--- config.mk ---
export PLATFORM = sky130hd
export DESIGN_NAME = f2d_fract
export DESIGN_NICKNAME = d
export VERILOG_FILES = /design/src/rtl/f2d_pkg.sv /design/src/rtl/f2d_fract.sv
export SDC_FILE = /design/constraint.sdc
export NUM_CORES = 1
export LEC_CHECK = 0
export BUFFER_PORTS_ARGS = -buffer_cell sky130_fd_sc_hd__clkbuf_2
export CORE_ASPECT_RATIO = 1.25
export CORE_UTILIZATION = 50
export DETAILED_ROUTE_END_ITERATION = 8
export HOLD_SLACK_MARGIN = 0.03
export PLACE_DENSITY = 0.74
export SLEW_MARGIN = 20
export SYNTH_ARGS = -nofsm -noshare
export SYNTH_HDL_FRONTEND = slang
export SYNTH_SLANG_ARGS = --single-unit
--- constraint.sdc ---
create_clock -name clk -period 8.3 [get_ports clk]
set_clock_uncertainty 0.2 [all_clocks]
set_input_delay 0.415 -clock clk [delete_from_list [all_inputs] [get_ports clk]]
set_output_delay 0.415 -clock clk [all_outputs]
set_load 0.005 [all_outputs]
--- src/rtl/f2d_pkg.sv ---
// shared types, constants and helpers of the float to decimal text block
`default_nettype none
package f2d_pkg;

    localparam int MAX_PREC = 9;

    // datapath widths
    localparam int SIG_W  = 24;
    localparam int SCL_W  = 30;
    localparam int NUM_W  = SIG_W + SCL_W;
    localparam int TOT_W  = 62;
    localparam int IPR_W  = 32;
    localparam int INT_W  = 33;
    localparam int DIG_W  = 34;
    localparam int SH_W   = 8;

    // exponent field landmarks
    localparam logic [7:0] EXP_SPECIAL = 8'hFF;
    localparam logic [7:0] EXP_LIMIT   = 8'd159;
    localparam logic [7:0] EXP_UNIT    = 8'd150;
    localparam logic [7:0] SUB_SHIFT   = 8'd149;

    // characters
    localparam logic [7:0] CH_ZERO = 8'h30;
    localparam logic [7:0] CH_DOT  = 8'h2E;
    localparam logic [7:0] CH_NUL  = 8'h00;

    localparam logic [SCL_W-1:0] POW10 [0:9] = '{
        30'd1, 30'd10, 30'd100, 30'd1000, 30'd10000, 30'd100000,
        30'd1000000, 30'd10000000, 30'd100000000, 30'd1000000000
    };

    typedef enum logic [1:0] {
        K_NUM = 2'd0,
        K_NAN = 2'd1,
        K_INF = 2'd2,
        K_OOR = 2'd3
    } kind_t;

    // scaled total and integer product, ready for the fraction split
    typedef struct packed {
        kind_t            kind;
        logic [3:0]       prec;
        logic [SCL_W-1:0] scale;
        logic [TOT_W-1:0] total;
        logic [TOT_W-1:0] sint;
        logic [IPR_W-1:0] ipart;
    } raw_t;

    // integer part, fraction part and digit count for the emitter
    typedef struct packed {
        kind_t            kind;
        logic [3:0]       prec;
        logic [INT_W-1:0] ipart;
        logic [SCL_W-1:0] fpart;
        logic [3:0]       ndig;
    } dec_t;

    // letters of "nan" and "inf", idx 2 is the first letter
    function automatic logic [7:0] text_char(kind_t kind, logic [1:0] idx);
        logic [7:0] ch;
        ch = CH_NUL;
        if (kind == K_NAN)
        begin
            case (idx)
                2'd2:    ch = 8'h6E;
                2'd1:    ch = 8'h61;
                default: ch = 8'h6E;
            endcase
        end
        else
        begin
            case (idx)
                2'd2:    ch = 8'h69;
                2'd1:    ch = 8'h6E;
                default: ch = 8'h66;
            endcase
        end
        return ch;
    endfunction

endpackage
`default_nettype wire

--- src/rtl/f2d_fract.sv ---
// fraction split with carry, then integer digit count
`default_nettype none
module f2d_fract (
    input  wire logic          clk,
    input  wire logic          rst_n,
    input  wire logic          i_valid,
    output logic               i_ready,
    input  f2d_pkg::raw_t      i_data,
    output logic               o_valid,
    input  wire logic          o_ready,
    output f2d_pkg::dec_t      o_data
);

    logic d_v_reg, e_v_reg;
    f2d_pkg::dec_t sd_reg, sd_next, se_reg, se_next;
    logic d_ready, e_ready;
    logic [f2d_pkg::TOT_W:0] d1, d2;
    logic [3:0] cnt;

    assign e_ready = !e_v_reg || o_ready;
    assign d_ready = !d_v_reg || e_ready;
    assign i_ready = d_ready;
    assign o_valid = e_v_reg;
    assign o_data  = se_reg;

    // stage d: total minus integer part times scale, carry into integer part
    always_comb
    begin
        d1 = {1'b0, i_data.total} - {1'b0, i_data.sint};
        d2 = d1 - (f2d_pkg::TOT_W + 1)'(i_data.scale);
        sd_next.kind = i_data.kind;
        sd_next.prec = i_data.prec;
        sd_next.ndig = 4'd1;
        if (d1[f2d_pkg::TOT_W])
        begin
            sd_next.fpart = '0;
            sd_next.ipart = f2d_pkg::INT_W'(i_data.ipart);
        end
        else if (!d2[f2d_pkg::TOT_W])
        begin
            sd_next.fpart = d2[f2d_pkg::SCL_W-1:0];
            sd_next.ipart = f2d_pkg::INT_W'(i_data.ipart) + f2d_pkg::INT_W'(1);
        end
        else
        begin
            sd_next.fpart = d1[f2d_pkg::SCL_W-1:0];
            sd_next.ipart = f2d_pkg::INT_W'(i_data.ipart);
        end
    end

    // stage e: number of integer digits
    always_comb
    begin
        cnt = 4'd1;
        for (int k = 1; k < 10; k++)
        begin
            if (sd_reg.ipart >= f2d_pkg::INT_W'(f2d_pkg::POW10[k]))
                cnt = cnt + 4'd1;
        end
        se_next      = sd_reg;
        se_next.ndig = cnt;
    end

    always_ff @(posedge clk or negedge rst_n)
    begin
        if (!rst_n)
        begin
            d_v_reg <= 1'b0;
            e_v_reg <= 1'b0;
        end
        else
        begin
            if (d_ready)
                d_v_reg <= i_valid;
            if (e_ready)
                e_v_reg <= d_v_reg;
        end
    end

    always_ff @(posedge clk)
    begin
        if (d_ready && i_valid)
            sd_reg <= sd_next;
        if (e_ready && d_v_reg)
            se_reg <= se_next;
    end

endmodule
`default_nettype wire

# Word-level counts from Yosys, hierarchy flattened
# Cells that the tools add are included.
# word_totals
register_bits	144
in_bits	196
word_cells	50
# classes
addsub	11
magnitude_cmp	9
n_mux	11
n_reduce_logical	7
# op_table
op	count
$mux W62	2
$sub A62 B62 Y63	1
$sub A63 B30 Y63	1
$add A32 B1 Y33 const B	1
$ge A33 B10 Y1 const B	1
$ge A33 B14 Y1 const B	1
$ge A33 B17 Y1 const B	1
$ge A33 B20 Y1 const B	1
$ge A33 B24 Y1 const B	1
$ge A33 B27 Y1 const B	1
$ge A33 B30 Y1 const B	1
$ge A33 B4 Y1 const B	1
$ge A33 B7 Y1 const B	1
$add A4 B1 Y4 const B	8
$mux W4	8
$logic_and A1 B1 Y1	2
$logic_not A1 Y1	2
$logic_or A1 B1 Y1	2
$mux W2	1
$reduce_or A2 Y1	1

# Depth between registers and ports, before layout
# depth
ltp_word	18
mapped_depth	29
mapped_depth_nobuf	29

# Worst setup path after synthesis
# No wires, ideal clock.
# synth_timing
path_type	in2reg
startpoint	input i_data[94] in the netlist's numbering
endpoint	register sd_reg[59] in the netlist's numbering, data pin
setup_ns	0.271
t_arrival_ns	6.199
required_time_ns	7.829
setup_slack_ns	1.629
path_stages	29
n_path_buf	1
path_cell_list	inv_1 ha_1 inv_1 fa_1 a211oi_1 o21bai_1 o21ai_0 nand2b_1 a21oi_1 nor3_1 or2_2 a21oi_1 xnor2_1 ha_1 a21oi_1 o21ai_0 a311o_1 or4_1 nor4_1 nand4_1 nor4_1 nand4_1 or3_1 ha_1 clkinv_1 nand4_1 clkbuf_1 nor4_1 xor2_1
# synth_lines
element	line	source
start, declared	f2d_fract.sv:8	input f2d_pkg::raw_t i_data,
end signal, assigned	f2d_fract.sv:83	sd_reg <= sd_next;
end, declared	f2d_fract.sv:15	f2d_pkg::dec_t sd_reg, sd_next, se_reg, se_next;

==> flow_summary.yaml <==
timing:
  period_needed_ns: 7.566
  relSlewSlack: 0.3678
  maxSlewViolCount: 0
  final-hold-violation-count: 0
  fin_crit_sh: 0.9116
  finalSetupTns_ns: 0
  setup_slack_ns: 0.7340
  rsz0062_at_grt: "false"
  finalSetupViolCount: 0
  clock.fmax_mhz: 132.2
  worst_slew_pin_slew_ns: 0.9397
  hold_slack_ns: 0.08503
detailed_routing:
  ant_nets: 0
  num_vias: 11980
  routed_via_density: 5.865
  drc: 0
  firstDrtPassIters: 5
  drt_iter0_markers: 721
  wire_per_inst_um: 17.07
  routed_wl_mm: 34.85
logic_synthesis:
  synth_ff_type: "edfxtp_1"
  synthDistinctLibCells: 85
  syn_nets: 1745
  ys_seq_area_frac: 0.3399
  ys_async_sr_fraction: 0.01389
  yosys_register_bits: 144
  synth.cell_area_sq_mm: 0.01269
  syn_inst: 1443
  synth-edff-count: 142
  yosysWarnings: 0
  syn_avg_cell_area_sq_um: 8.797
cells_and_area:
  nNetsFinal: 2001
  syn_to_final_growth_pct: 17.66
  largest_reg_flops: 73
  fin_area_sq_mm: 0.01494
  diodes: 0
  drive_gt1_frac: 0.2009
  fin_cells: 2042
  num-fill-cells: 2256
run:
  maxCapViolations: 0
grt:
  antenna_found_initial: 0
  grt_pass1_wl_mm: 55.50
  overflow: 0
  grtUsageTotal: 0.2689
  grt_max_degree: 70
  grt_pass1_vias: 11600
placed_design:
  hpwlAfterDp_mm: 28.31
  dp_cells: 2002
  place_ws_ns: 0.4550
  post_dp_cell_area_sq_mm: 0.01432
  gp_congestion: 0.9561
  port_buffers: 270
critical_path:
  required_ns: 8.25
  critical-path-slowest-cell: "nor4b_1"
  cp_max_fo: 17
  startpoint_type: "input port"
  cp-end-kind: "flop"
  worstPathArrival_ns: 7.52
  cpPeakStageDelay_ns: 0.54
  worstSetupPathType: "in2reg"
die:
  core_sq_mm: 0.02466
  die_y_um: 180.1
  ios: 271
  initial_utilization: 0.5147
  fp-row-count: 64
  dieArea_sq_mm: 0.02603
  die_w_um: 144.5
power_and_ir_drop:
  peakVddDrop_uv: 120.6
  p_leak_nw: 6.508
  p_per_area_mw_per_mm2: 169.3
cts:
  cts_resized: 0
  root_buffer: "clkbuf_16"
  h-tree-depth: 4
  numCtsBuffers: 17
  cts_sinks: 144
  clock_path_buffers: 2
  clk_latency_ns: 0.42
  cts_tree: "done"
  clk_pin_slew_ns: 0.06
run_status:
  status: "finished, final reports clean"
min_path:
  hp-class: "in2reg"
## Yosys cell counts (all sizes together) (10+ instances only)
master | count | area [sq um]
o21ai | 72 | 360.3
nand2 | 114 | 427.9
a21o | 35 | 262.8
edfxtp | 142 | 4264
a211oi | 22 | 165.2
nor2b | 14 | 87.58
and2 | 12 | 75.08
a31oi | 17 | 112.6
nand3 | 38 | 190.2
or3 | 10 | 67.56
nor2 | 114 | 430.4
a21oi | 136 | 680.7
o21bai | 13 | 97.59
o21a | 18 | 135.1
xor2 | 55 | 481.7
nand4 | 37 | 231.5
and3 | 11 | 68.82
xnor2 | 58 | 549.3
nand2b | 12 | 75.07
nor4 | 32 | 200.2
a2111oi | 10 | 143.9
or4 | 11 | 87.58
ha | 103 | 1289
clkbuf | 35 | 131.4
o211ai | 14 | 115.1
inv | 121 | 454.2
buf | 11 | 55.05
nor3 | 44 | 225.2
## layout make-up
| cell class | count | area [sq um] | area share |
|---|---|---|---|
| multi-input cells | 1131 | 7747 | 0.5187 |
| repair buffers | 283 | 1469 | 0.09835 |
| clock inverters | 14 | 105.1 | 0.007037 |
| flip-flops and latches | 144 | 4314 | 0.2888 |
| inverters | 122 | 457.9 | 0.03066 |
| clock buffers | 18 | 429.2 | 0.02873 |
| well taps | 330 | 412.9 | 0.02765 |
## critical path, delay by kind of cell
kind	cells	cell delay, ns
and+or+nand+nor	11	3.28
AOI/OAI and AO/OA	8	1.88
adders and majority gates	4	1.35
xor gates and xnor gates	2	0.30
buffers and inverters	4	0.27
## where the power goes
group          switching (mW)  internal, mW
sequential             0.0332         0.887
clock                   0.293         0.385
combinational           0.554         0.375
total                   0.880          1.65
## metrics by stage
| stage | power (mW) | utilization |
|---|---|---|
| after floorplan | 1.581 | - |
| after global placement | 1.833 | 0.5807 |
| after detailed placement | 1.843 | 0.5807 |
| after CTS | 2.527 | 0.6056 |
| after global routing | 2.678 | 0.6056 |
| final | 2.528 | 0.6056 |
## cell families after synthesis
kind of cell,after synthesis,synth area share
fa+ha+maj,106,0.1063
flops,144,0.3399
buf+inv,168,0.05076
mux,9,0.007294
compound gates,412,0.2159
simple gates,491,0.1987
xor+xnor,113,0.08122
## final timing paths
path                            depth (start not counted)                   end  slack (ns)                startpoint
min in group asynchronous                               2   o_valid$_DFFE_PN0P_        0.12                     rst_n
worst min-delay path                                    3   o_valid$_DFFE_PN0P_        0.09                   o_ready
worst max register to register                         21   o_data[2]$_DFFE_PP_        1.43      sd_reg[47]$_DFFE_PP_
worst max-delay path                                   29  sd_reg[45]$_DFFE_PP_        0.73                i_data[94]
max in group asynchronous                               2   d_v_reg$_DFFE_PN0N_        7.67                     rst_n
worst min register to register                          0  o_data[21]$_DFFE_PP_        0.21  sd_reg[21]$_SDFFCE_PP0P_
## what timing repair did
action | in CTS | in global routing
buffers inserted | 0 | 0
hold endpoints to repair | 9 | 0
hold buffers | 8 | 0
## routing by layer
metal	vias up	GRT usage	share of wire
met5	-	0	0
met4	0	0.1145	0.038
met1	5574	0.3221	0.41
met2	430	0.4781	0.49
li1	5884	-	-
met3	89	0.03056	0.056
## cell usage in the layout, fill, tap and decap left out, types with 17 or more instances in the layout
cell	Yosys	routed
a211oi_1	22	22
a21o_1	35	35
a21oi_1	136	136
clkbuf_16	0	17
clkbuf_2	0	270
edfxtp_1	142	142
ha_1	103	102
inv_1	121	121
nand2_1	114	114
nand3_1	38	38
nand4_1	37	37
nor2_1	113	113
nor3_1	43	43
nor4_1	32	32
o21a_1	18	18
o21ai_0	70	70
xnor2_1	54	54
xor2_1	55	55
No activity file was read; power rests on OpenSTA's default activity.
