--- src/rtl/f2d_pkg.sv ---
// shared types, constants and helpers of the float to decimal text block
`default_nettype none
package f2d_pkg;

    localparam int MAX_PREC = 9;

    // datapath widths
    localparam int SIG_W  = 24;
    localparam int SCL_W  = 30;
    localparam int NUM_W  = SIG_W + SCL_W;
    localparam int TOT_W  = 62;
    localparam int IPR_W  = 32;
    localparam int INT_W  = 33;
    localparam int DIG_W  = 34;
    localparam int SH_W   = 8;

    // exponent field landmarks
    localparam logic [7:0] EXP_SPECIAL = 8'hFF;
    localparam logic [7:0] EXP_LIMIT   = 8'd159;
    localparam logic [7:0] EXP_UNIT    = 8'd150;
    localparam logic [7:0] SUB_SHIFT   = 8'd149;

    // characters
    localparam logic [7:0] CH_ZERO = 8'h30;
    localparam logic [7:0] CH_DOT  = 8'h2E;
    localparam logic [7:0] CH_NUL  = 8'h00;

    localparam logic [SCL_W-1:0] POW10 [0:9] = '{
        30'd1, 30'd10, 30'd100, 30'd1000, 30'd10000, 30'd100000,
        30'd1000000, 30'd10000000, 30'd100000000, 30'd1000000000
    };

    typedef enum logic [1:0] {
        K_NUM = 2'd0,
        K_NAN = 2'd1,
        K_INF = 2'd2,
        K_OOR = 2'd3
    } kind_t;

    // scaled total and integer product, ready for the fraction split
    typedef struct packed {
        kind_t            kind;
        logic [3:0]       prec;
        logic [SCL_W-1:0] scale;
        logic [TOT_W-1:0] total;
        logic [TOT_W-1:0] sint;
        logic [IPR_W-1:0] ipart;
    } raw_t;

    // integer part, fraction part and digit count for the emitter
    typedef struct packed {
        kind_t            kind;
        logic [3:0]       prec;
        logic [INT_W-1:0] ipart;
        logic [SCL_W-1:0] fpart;
        logic [3:0]       ndig;
    } dec_t;

    // letters of "nan" and "inf", idx 2 is the first letter
    function automatic logic [7:0] text_char(kind_t kind, logic [1:0] idx);
        logic [7:0] ch;
        ch = CH_NUL;
        if (kind == K_NAN)
        begin
            case (idx)
                2'd2:    ch = 8'h6E;
                2'd1:    ch = 8'h61;
                default: ch = 8'h6E;
            endcase
        end
        else
        begin
            case (idx)
                2'd2:    ch = 8'h69;
                2'd1:    ch = 8'h6E;
                default: ch = 8'h66;
            endcase
        end
        return ch;
    endfunction

endpackage
`default_nettype wire

--- src/rtl/f2d_emit.sv ---
// character sequencer: one digit per beat, most significant first
`default_nettype none
module f2d_emit (
    input  wire logic          clk,
    input  wire logic          rst_n,
    input  wire logic          i_valid,
    output logic               i_ready,
    input  f2d_pkg::dec_t      i_data,
    output logic               o_valid,
    input  wire logic          o_ready,
    output logic [7:0]         o_char,
    output logic               o_last,
    output logic               o_status
);

    typedef enum logic [2:0] {
        ST_IDLE, ST_INT, ST_DOT, ST_FRAC, ST_TEXT, ST_OOR
    } state_t;

    state_t state_reg, state_next;
    f2d_pkg::kind_t kind_reg;
    logic [3:0] prec_reg, k_reg, k_next;
    logic [f2d_pkg::INT_W-1:0] rem_reg, rem_next;
    logic [f2d_pkg::SCL_W-1:0] fpart_reg;
    logic valid_reg, valid_next, last_reg, last_next, status_reg, status_next;
    logic [7:0] char_reg, char_next;
    logic go;

    logic [f2d_pkg::DIG_W-1:0] p, sub;
    logic [f2d_pkg::DIG_W-1:0] prod [1:9];
    logic [3:0] digit;

    assign go       = !valid_reg || o_ready;
    assign i_ready  = (state_reg == ST_IDLE) && go;
    assign o_valid  = valid_reg;
    assign o_char   = char_reg;
    assign o_last   = last_reg;
    assign o_status = status_reg;

    // current decimal digit of the remainder at weight 10^k
    always_comb
    begin
        p     = f2d_pkg::DIG_W'(f2d_pkg::POW10[k_reg]);
        digit = 4'd0;
        sub   = '0;
        for (int m = 1; m < 10; m++)
        begin
            prod[m] = p * f2d_pkg::DIG_W'(m);
            if (f2d_pkg::DIG_W'(rem_reg) >= prod[m])
            begin
                digit = 4'(m);
                sub   = prod[m];
            end
        end
        rem_next = f2d_pkg::INT_W'(f2d_pkg::DIG_W'(rem_reg) - sub);
    end

    // sequencer next state and next beat
    always_comb
    begin
        state_next  = state_reg;
        k_next      = k_reg;
        valid_next  = valid_reg;
        char_next   = char_reg;
        last_next   = last_reg;
        status_next = status_reg;
        if (go)
        begin
            valid_next  = state_reg != ST_IDLE;
            last_next   = 1'b0;
            status_next = 1'b0;
            char_next   = f2d_pkg::CH_ZERO + {4'd0, digit};
            unique case (state_reg)
                ST_IDLE:
                begin
                    if (i_valid)
                    begin
                        unique case (i_data.kind)
                            f2d_pkg::K_NUM:
                            begin
                                state_next = ST_INT;
                                k_next     = i_data.ndig - 4'd1;
                            end
                            f2d_pkg::K_OOR: state_next = ST_OOR;
                            default:
                            begin
                                state_next = ST_TEXT;
                                k_next     = 4'd2;
                            end
                        endcase
                    end
                end
                ST_INT:
                begin
                    if (k_reg == 4'd0)
                    begin
                        last_next  = prec_reg == 4'd0;
                        state_next = (prec_reg == 4'd0) ? ST_IDLE : ST_DOT;
                    end
                    else
                        k_next = k_reg - 4'd1;
                end
                ST_DOT:
                begin
                    char_next  = f2d_pkg::CH_DOT;
                    k_next     = prec_reg - 4'd1;
                    state_next = ST_FRAC;
                end
                ST_FRAC:
                begin
                    if (k_reg == 4'd0)
                    begin
                        last_next  = 1'b1;
                        state_next = ST_IDLE;
                    end
                    else
                        k_next = k_reg - 4'd1;
                end
                ST_TEXT:
                begin
                    char_next = f2d_pkg::text_char(kind_reg, k_reg[1:0]);
                    if (k_reg == 4'd0)
                    begin
                        last_next  = 1'b1;
                        state_next = ST_IDLE;
                    end
                    else
                        k_next = k_reg - 4'd1;
                end
                ST_OOR:
                begin
                    char_next   = f2d_pkg::CH_NUL;
                    last_next   = 1'b1;
                    status_next = 1'b1;
                    state_next  = ST_IDLE;
                end
                default: state_next = ST_IDLE;
            endcase
        end
    end

    // state and output beat register
    always_ff @(posedge clk or negedge rst_n)
    begin
        if (!rst_n)
        begin
            state_reg  <= ST_IDLE;
            valid_reg  <= 1'b0;
            last_reg   <= 1'b0;
            status_reg <= 1'b0;
            char_reg   <= 8'd0;
            k_reg      <= 4'd0;
        end
        else
        begin
            state_reg  <= state_next;
            valid_reg  <= valid_next;
            last_reg   <= last_next;
            status_reg <= status_next;
            char_reg   <= char_next;
            k_reg      <= k_next;
        end
    end

    // item payload and running remainder
    always_ff @(posedge clk)
    begin
        if (i_ready && i_valid)
        begin
            kind_reg  <= i_data.kind;
            prec_reg  <= i_data.prec;
            rem_reg   <= i_data.ipart;
            fpart_reg <= i_data.fpart;
        end
        else if (go && (state_reg == ST_INT || state_reg == ST_FRAC))
            rem_reg <= rem_next;
        else if (go && state_reg == ST_DOT)
            rem_reg <= f2d_pkg::INT_W'(fpart_reg);
    end

endmodule
`default_nettype wire

--- config.mk ---
export PLATFORM = sky130hd
export DESIGN_NAME = f2d_emit
export DESIGN_NICKNAME = d
export VERILOG_FILES = /design/src/rtl/f2d_pkg.sv /design/src/rtl/f2d_emit.sv
export SDC_FILE = /design/constraint.sdc
export NUM_CORES = 1
export LEC_CHECK = 0
export CAP_MARGIN = 20
export CORE_UTILIZATION = 61
export DETAILED_ROUTE_END_ITERATION = 10
export DONT_BUFFER_PORTS = 1
export GPL_TIMING_DRIVEN = 1
export PLACE_DENSITY = 0.83
export SETUP_SLACK_MARGIN = 0.02
export SLEW_MARGIN = 20
export SYNTH_ARGS = -nofsm -noshare
export SYNTH_HDL_FRONTEND = slang
export SYNTH_SLANG_ARGS = --single-unit
--- constraint.sdc ---
create_clock -name clk -period 11.55 [get_ports clk]
set_clock_uncertainty 0.2 [all_clocks]
set_input_delay 2.8875 -clock clk [delete_from_list [all_inputs] [get_ports clk]]
set_output_delay 2.8875 -clock clk [all_outputs]
set_load 0.01 [all_outputs]
Word-level counts from Yosys, hierarchy flattened
Memory sizes are Yosys's and may differ from the RTL's.
Cells that the tools add are included.
Storage, ports and cells
  flip-flop bits (word level): 87
  memory bits (read-only): 480
  input port bits: 77
  output and inout port bits: 12
  logic and storage cells: 105
  memories kept: 1
Cells by class
  add/sub/neg operators: 5
  multiply operators: 5
  magnitude comparators: 10
  equal/unequal tests: 14
  multiplexer cells: 41
  bitwise logic cells: 1
  reductions and logical operators: 18
Memory list
  (no name shown): words 16, bits a word 30, rd ports 1, clocked after memory_dff 0, write ports 0, line f2d_emit.sv:43  | p = f2d_pkg::DIG_W'(f2d_pkg::POW10[k_reg]);
Operator list (count)
  two-way mux 33 bit: 10
  >= comparator 33 bit: 4
  two-way mux 30 bit: 3
  >= comparator 33 x 32 -> 1 bit: 2
  multiplier 30 x 3 -> 33 bit, second input constant: 2
  multiplier 30 x 2 -> 32 bit, second input constant: 2
  two-way mux 4 bit: 11
  >= comparator 33 x 34 -> 1 bit: 1
  multiplier 30 x 4 -> 34 bit, second input constant: 1
  >= comparator 33 x 30 -> 1 bit: 1
  >= comparator 33 x 31 -> 1 bit: 1
  subtractor 33 bit: 1
  two-way mux 31 bit: 1
  one-hot mux 8 bit (3 select lines): 1
  one-hot mux 4 bit (2 select lines): 2
  one-hot mux 3 bit (4 select lines): 1
  one-hot mux 4 bit (3 select lines): 1
  subtractor 4 x 1 -> 4 bit, second input constant: 3
  two-way mux 3 bit: 3
  nonzero test 3 bit: 3
  logical NOT 4 bit: 2
  two-way mux 8 bit: 1
  inequality test 2 bit, second input constant: 4
  adder 6 x 4 -> 7 bit, first input constant: 1
  other kinds (21): 32

Logic depth before layout (Yosys ltp)
  depth in word-level cells: 17
  depth in mapped cells: 42
  mapped depth without buffers: 40

Least setup slack after synthesis
OpenSTA, ideal clock, no wires.
  path kind: reg2reg
  start: register k_reg[0]
  end: register rem_reg[32] (netlist name), data pin
  arrival: 9076 ps
  required time: 11211 ps
  slack: 2135 ps
  stages on the path, launching flop included: 39
  cells stage by stage: dfrtp_1 -> buf_2 -> clkinv_1 -> ha_1 -> inv_1 -> nor3_1 -> inv_1 -> fa_1 -> inv_1 -> ha_1 -> inv_1 -> fa_1 -> nor2b_1 -> o31a_1 -> o211ai_1 -> a21oi_1 -> o21ai_0 -> or4_1 -> [... 3 more ...] -> a221oi_1 -> o41ai_1 -> o21a_1 -> or2_2 -> clkbuf_1 -> a221o_1 -> o31a_1 -> ha_1 -> a21o_1 -> a2111oi_0 -> a21boi_1 -> o21ai_0 -> a2111oi_0 -> o211ai_1 -> nand2_1 -> nand2_1 -> or3_1 -> nand3_1
On the way
  longest elaborated chain between the ends: 17
  elaborated cells between the ends (all ways): 30
Ends and longest elaborated chain
  start, declared: line f2d_emit.sv:22  | logic [3:0] prec_reg, k_reg, k_next;
  start signal, assigned: line f2d_emit.sv:161  | k_reg <= k_next;
  inverter 4 -> 5 bit (implied by the code) *: line f2d_emit.sv:43
  memory read (16 x 30 bit) *
  two-way mux 30 bit (implied by the code) * (2 in series): line f2d_emit.sv:43
  parallel branches: the longest is 9 deep, another holds >= comparator 33 x 32 -> 1 bit
  two-way mux 33 bit *: line f2d_emit.sv:49  | if (f2d_pkg::DIG_W'(rem_reg) >= prod[m])
  subtractor 33 bit *: line f2d_emit.sv:55  | rem_next = f2d_pkg::INT_W'(f2d_pkg::DIG_W'(rem_reg) - sub);
  two-way mux 33 bit *: line f2d_emit.sv:175  | else if (go && (state_reg == ST_INT || state_reg == ST_FRAC))
  two-way mux 33 bit *: line f2d_emit.sv:168  | if (i_ready && i_valid)
  end signal, assigned: line f2d_emit.sv:172  | rem_reg <= i_data.ipart;
  end signal, assigned: line f2d_emit.sv:176  | rem_reg <= rem_next;
  end signal, assigned: line f2d_emit.sv:178  | rem_reg <= f2d_pkg::INT_W'(fpart_reg);
  end, declared: line f2d_emit.sv:23  | logic [f2d_pkg::INT_W-1:0] rem_reg, rem_next;
Every way passes the cells marked *. The select of a mux whose other input is x is not followed.
A chain may end at the register's enable or synchronous reset.

Worst setup path after layout
  start: register k_reg[3]
  end: register rem_reg[32] (netlist name), data pin
The elaborated chain is that of the path after synthesis.

==> metrics.md <==
| Metric | Value |
|---|---|
| Synthesis warning total | `0` |
| Hold Path Class | `register to register` |
| Tcrit/Tclk final | `between 90% and 100%` |
| Initial antenna violation count | `2` |
| Largest net degree at the start of global routing | `75` |
| Synth Area in XOR/XNOR | `under 10%` |
| CTS max path bufs | `2` |
| Clk_lat worst skew | `about 0.38 ns` |
| Routability cong. | `1.11` |
| Register area share after synthesis | `13.9%` |
| Post-layout minimum cycle time | `between 10 and 15 ns` |
| TNS Setup | `0 ns` |
| Crit end category | `register` |
| Die Y | `between 150 and 200 um` |
| PortBufs | `0` |
| Tot GR Track Use | `roughly 48%` |
| Worst-path clk slew | `about 0.080 ns` |
| Fmax achieved | `89.5 MHz` |
| Synth top area cells | `ha_1 (27%), edfxtp_1 (12%), a21oi_1 (5.3%), o21ai_0 (4.5%), nand2_1 (3.7%)` |
| DRT Pass-1 Iters | `8` |
| First-pass GRT wire length | `~110000 um` |
| Synthesized cell area | `0.0179 mm^2` |
| Num rows | `62` |
| Status | `completed` |
| Hold Path Sink | `o_char[4]` |
| Via Count | `just under 20k` |
| Clock root cell | `clkbuf_16` |
| Top_reg_cell synth | `edfxtp_1` |
| Final setup viols | `0` |
| Placed Area | `about 0.019 mm^2` |
| Die area | `between 0.03 and 0.04 mm^2` |
| Maximum fanout along the worst path | `17` |
| Most frequent cell after synthesis | `ha_1` |
| Place WS | `0.901 ns` |
| Worst R2R Path Depth | `36` |
| Synth cell count leaders | `ha_1 (383), a21oi_1 (190), nand2_1 (177), o21ai_0 (162), nor2_1 (139)` |
| Relative max-transition margin | `about 21%` |
| Vias in the first global route | `around 19k` |
| Layout cell share with drive strength beyond 1 | `roughly 5.7%` |
| Slew Viols, Final | `0` |
| Unrepaired setup endpoints after global routing | `false` |
| Min-delay src | `o_char[4]` |
| 1st-iter DRT viols | `approximately 2.8k` |
| Element type at the critical path start | `register` |
| Slowest cell on the critical path | `dfrtp_1` |
| Area grow syn2layout | `5.22%` |
| Number of H-tree levels | `3` |
| Avg Cell Area, Syn | `approximately 8.0 um^2` |
| Finished Cell Area | `about 0.019 mm^2` |
| Core area | `just under 0.03 mm^2` |
| Vias per cell | `about 7.4` |
| Clock sink count | `between 80 and 90` |
| Count of final hold-check violations | `0` |
| Adder-cell share of the synthesized area | `between 20% and 30%` |
| Number of flops mapped to enable cells by yosys | `69` |
| # IOs | `between 80 and 90` |
| # DRC | `0` |
| Final net count | `roughly 2.7k` |
| Crit Reg-Reg Endpoint | `rem_reg[32]` |
| Max reg flops | `33` |
| Grt ovf | `0` |
| Mux contribution to synthesized area | `0.669%` |
| Ys async rst share | `19.8%` |
| Maxcap violations | `0` |
| Post-CTS Setup Repair Bufs | `0` |
| Largest family of logic cells by synthesized area | `compound AO/OA/AOI/OAI gates` |
| TritonCTS clock tree | `done` |
| Post-Route WL | `73400 um` |
| Wire per inst | `about 28 um` |
| Crit-path max cell delay | `0.79 ns` |
| Synth area leader | `ha_1` |
| Worst r2r src | `k_reg[3]` |
| Post-Synthesis Cells | `roughly 2.2k` |
| Initial Utilization | `62.2%` |
| R2R setup slack | `~0.38 ns` |
| Yosys reg bits | `86` |
| Cts bufs inserted | `9` |
| Hold Path Cell Cnt | `2` |
| Worst hold slack | `roughly 0.36 ns` |
| Post-detail-place hpwl | `~57000 um` |
| Data required, critical path | `between 10 and 15 ns` |
| Yosys top cell area share | `26.7%` |
| Synth Area in Simple Gates | `17.6%` |
| Data arrival, critical path | `11.21 ns` |
| Library cells used by synthesis | `99` |
| Compound-Gate Fraction of Synth Area | `around 29%` |
| Tightest Pin Transition | `~1.2 ns` |
| Die Wd | `174 um` |
| Type of the worst setup path | `register to register` |
| Setup WS post-layout | `approximately 0.38 ns` |
| Antenna violation net count after detailed routing | `0` |
-- timing repair --
| action | 4_1_cts | 5_1_grt |
|---|---|---|
| hold buffers | 0 | 0 |
| setup endpoints to repair | 0 | 6 |
| gates resized for setup | 0 | 1 |
| hold endpoints to repair | 0 | 0 |
-- worst max-delay path: cells and delay by family, from the launching register on --
kind | cells | cell delay [ns]
AOI/OAI and AO/OA | 15 | 4.43
xor gates and xnor gates | 1 | 0.41
adders and majority gates | 5 | 1.61
buffers and inverters | 3 | 0.91
DFF | 1 | 0.79
and+or+nand+nor | 12 | 2.61
-- final cells by class --
type	instances	area, um^2
Clock inverter	7	80.1
Antenna cell	2	5.00
Clock buffer	9	225
Multi-Input combinational cell	1950	14700
Fill cell	2493	9970
Timing Repair Buffer	59	455
Tap cell	384	480
Inverter	115	432
Sequential cell	86	2500
-- routing by layer --
layer  up-vias  GRT usage, %  share of wire [%]
li1       8546             -                  -
met1      9149          60.5                 38
met2      1402          72.2                 42
met3       308          13.8                 14
met4         0          28.9                6.6
met5         -             0                  0
-- cells by family after synthesis --
group,count (synthesis)
AO/OA/AOI/OAI,785
AND/OR/NAND/NOR,643
adder cells (fa/ha/maj),403
buffers and inverters,201
XOR/XNOR,103
flip-flops,86
multiplexers,12
other,2
-- how the worst max path moves through the flow --
stage,from,endpoint,slack [ns],depth (start not counted)
after floorplan,k_reg[0],rem_reg[32],2.14,38
after global placement,k_reg[0],rem_reg[32],1.03,42
after detailed placement,k_reg[0],rem_reg[29],0.90,36
after CTS,k_reg[0],rem_reg[32],0.83,42
after global routing,k_reg[2],rem_reg[26],0.09,38
final,k_reg[3],rem_reg[32],0.38,36
-- per-stage QoR --
stage / util, % / instances
global placement: 64.3 / 2593
CTS: 65.4 / 2609
floorplan: - / 2237
global route: 65.4 / 2610
finish: 65.4 / 2612
detailed placement: 64.3 / 2593
-- layout by cell type (no fill, tap or decap), types with 62 or more instances in the layout --
master	n
ha_1	383
a21oi_1	190
nand2_1	176
o21ai_0	162
nor2_1	137
inv_1	108
a21o_1	83
edfxtp_1	69
nand3_1	62
Power is not shown: default switching activity piles up to over one toggle a cycle in this logic, so the estimate is an artifact.
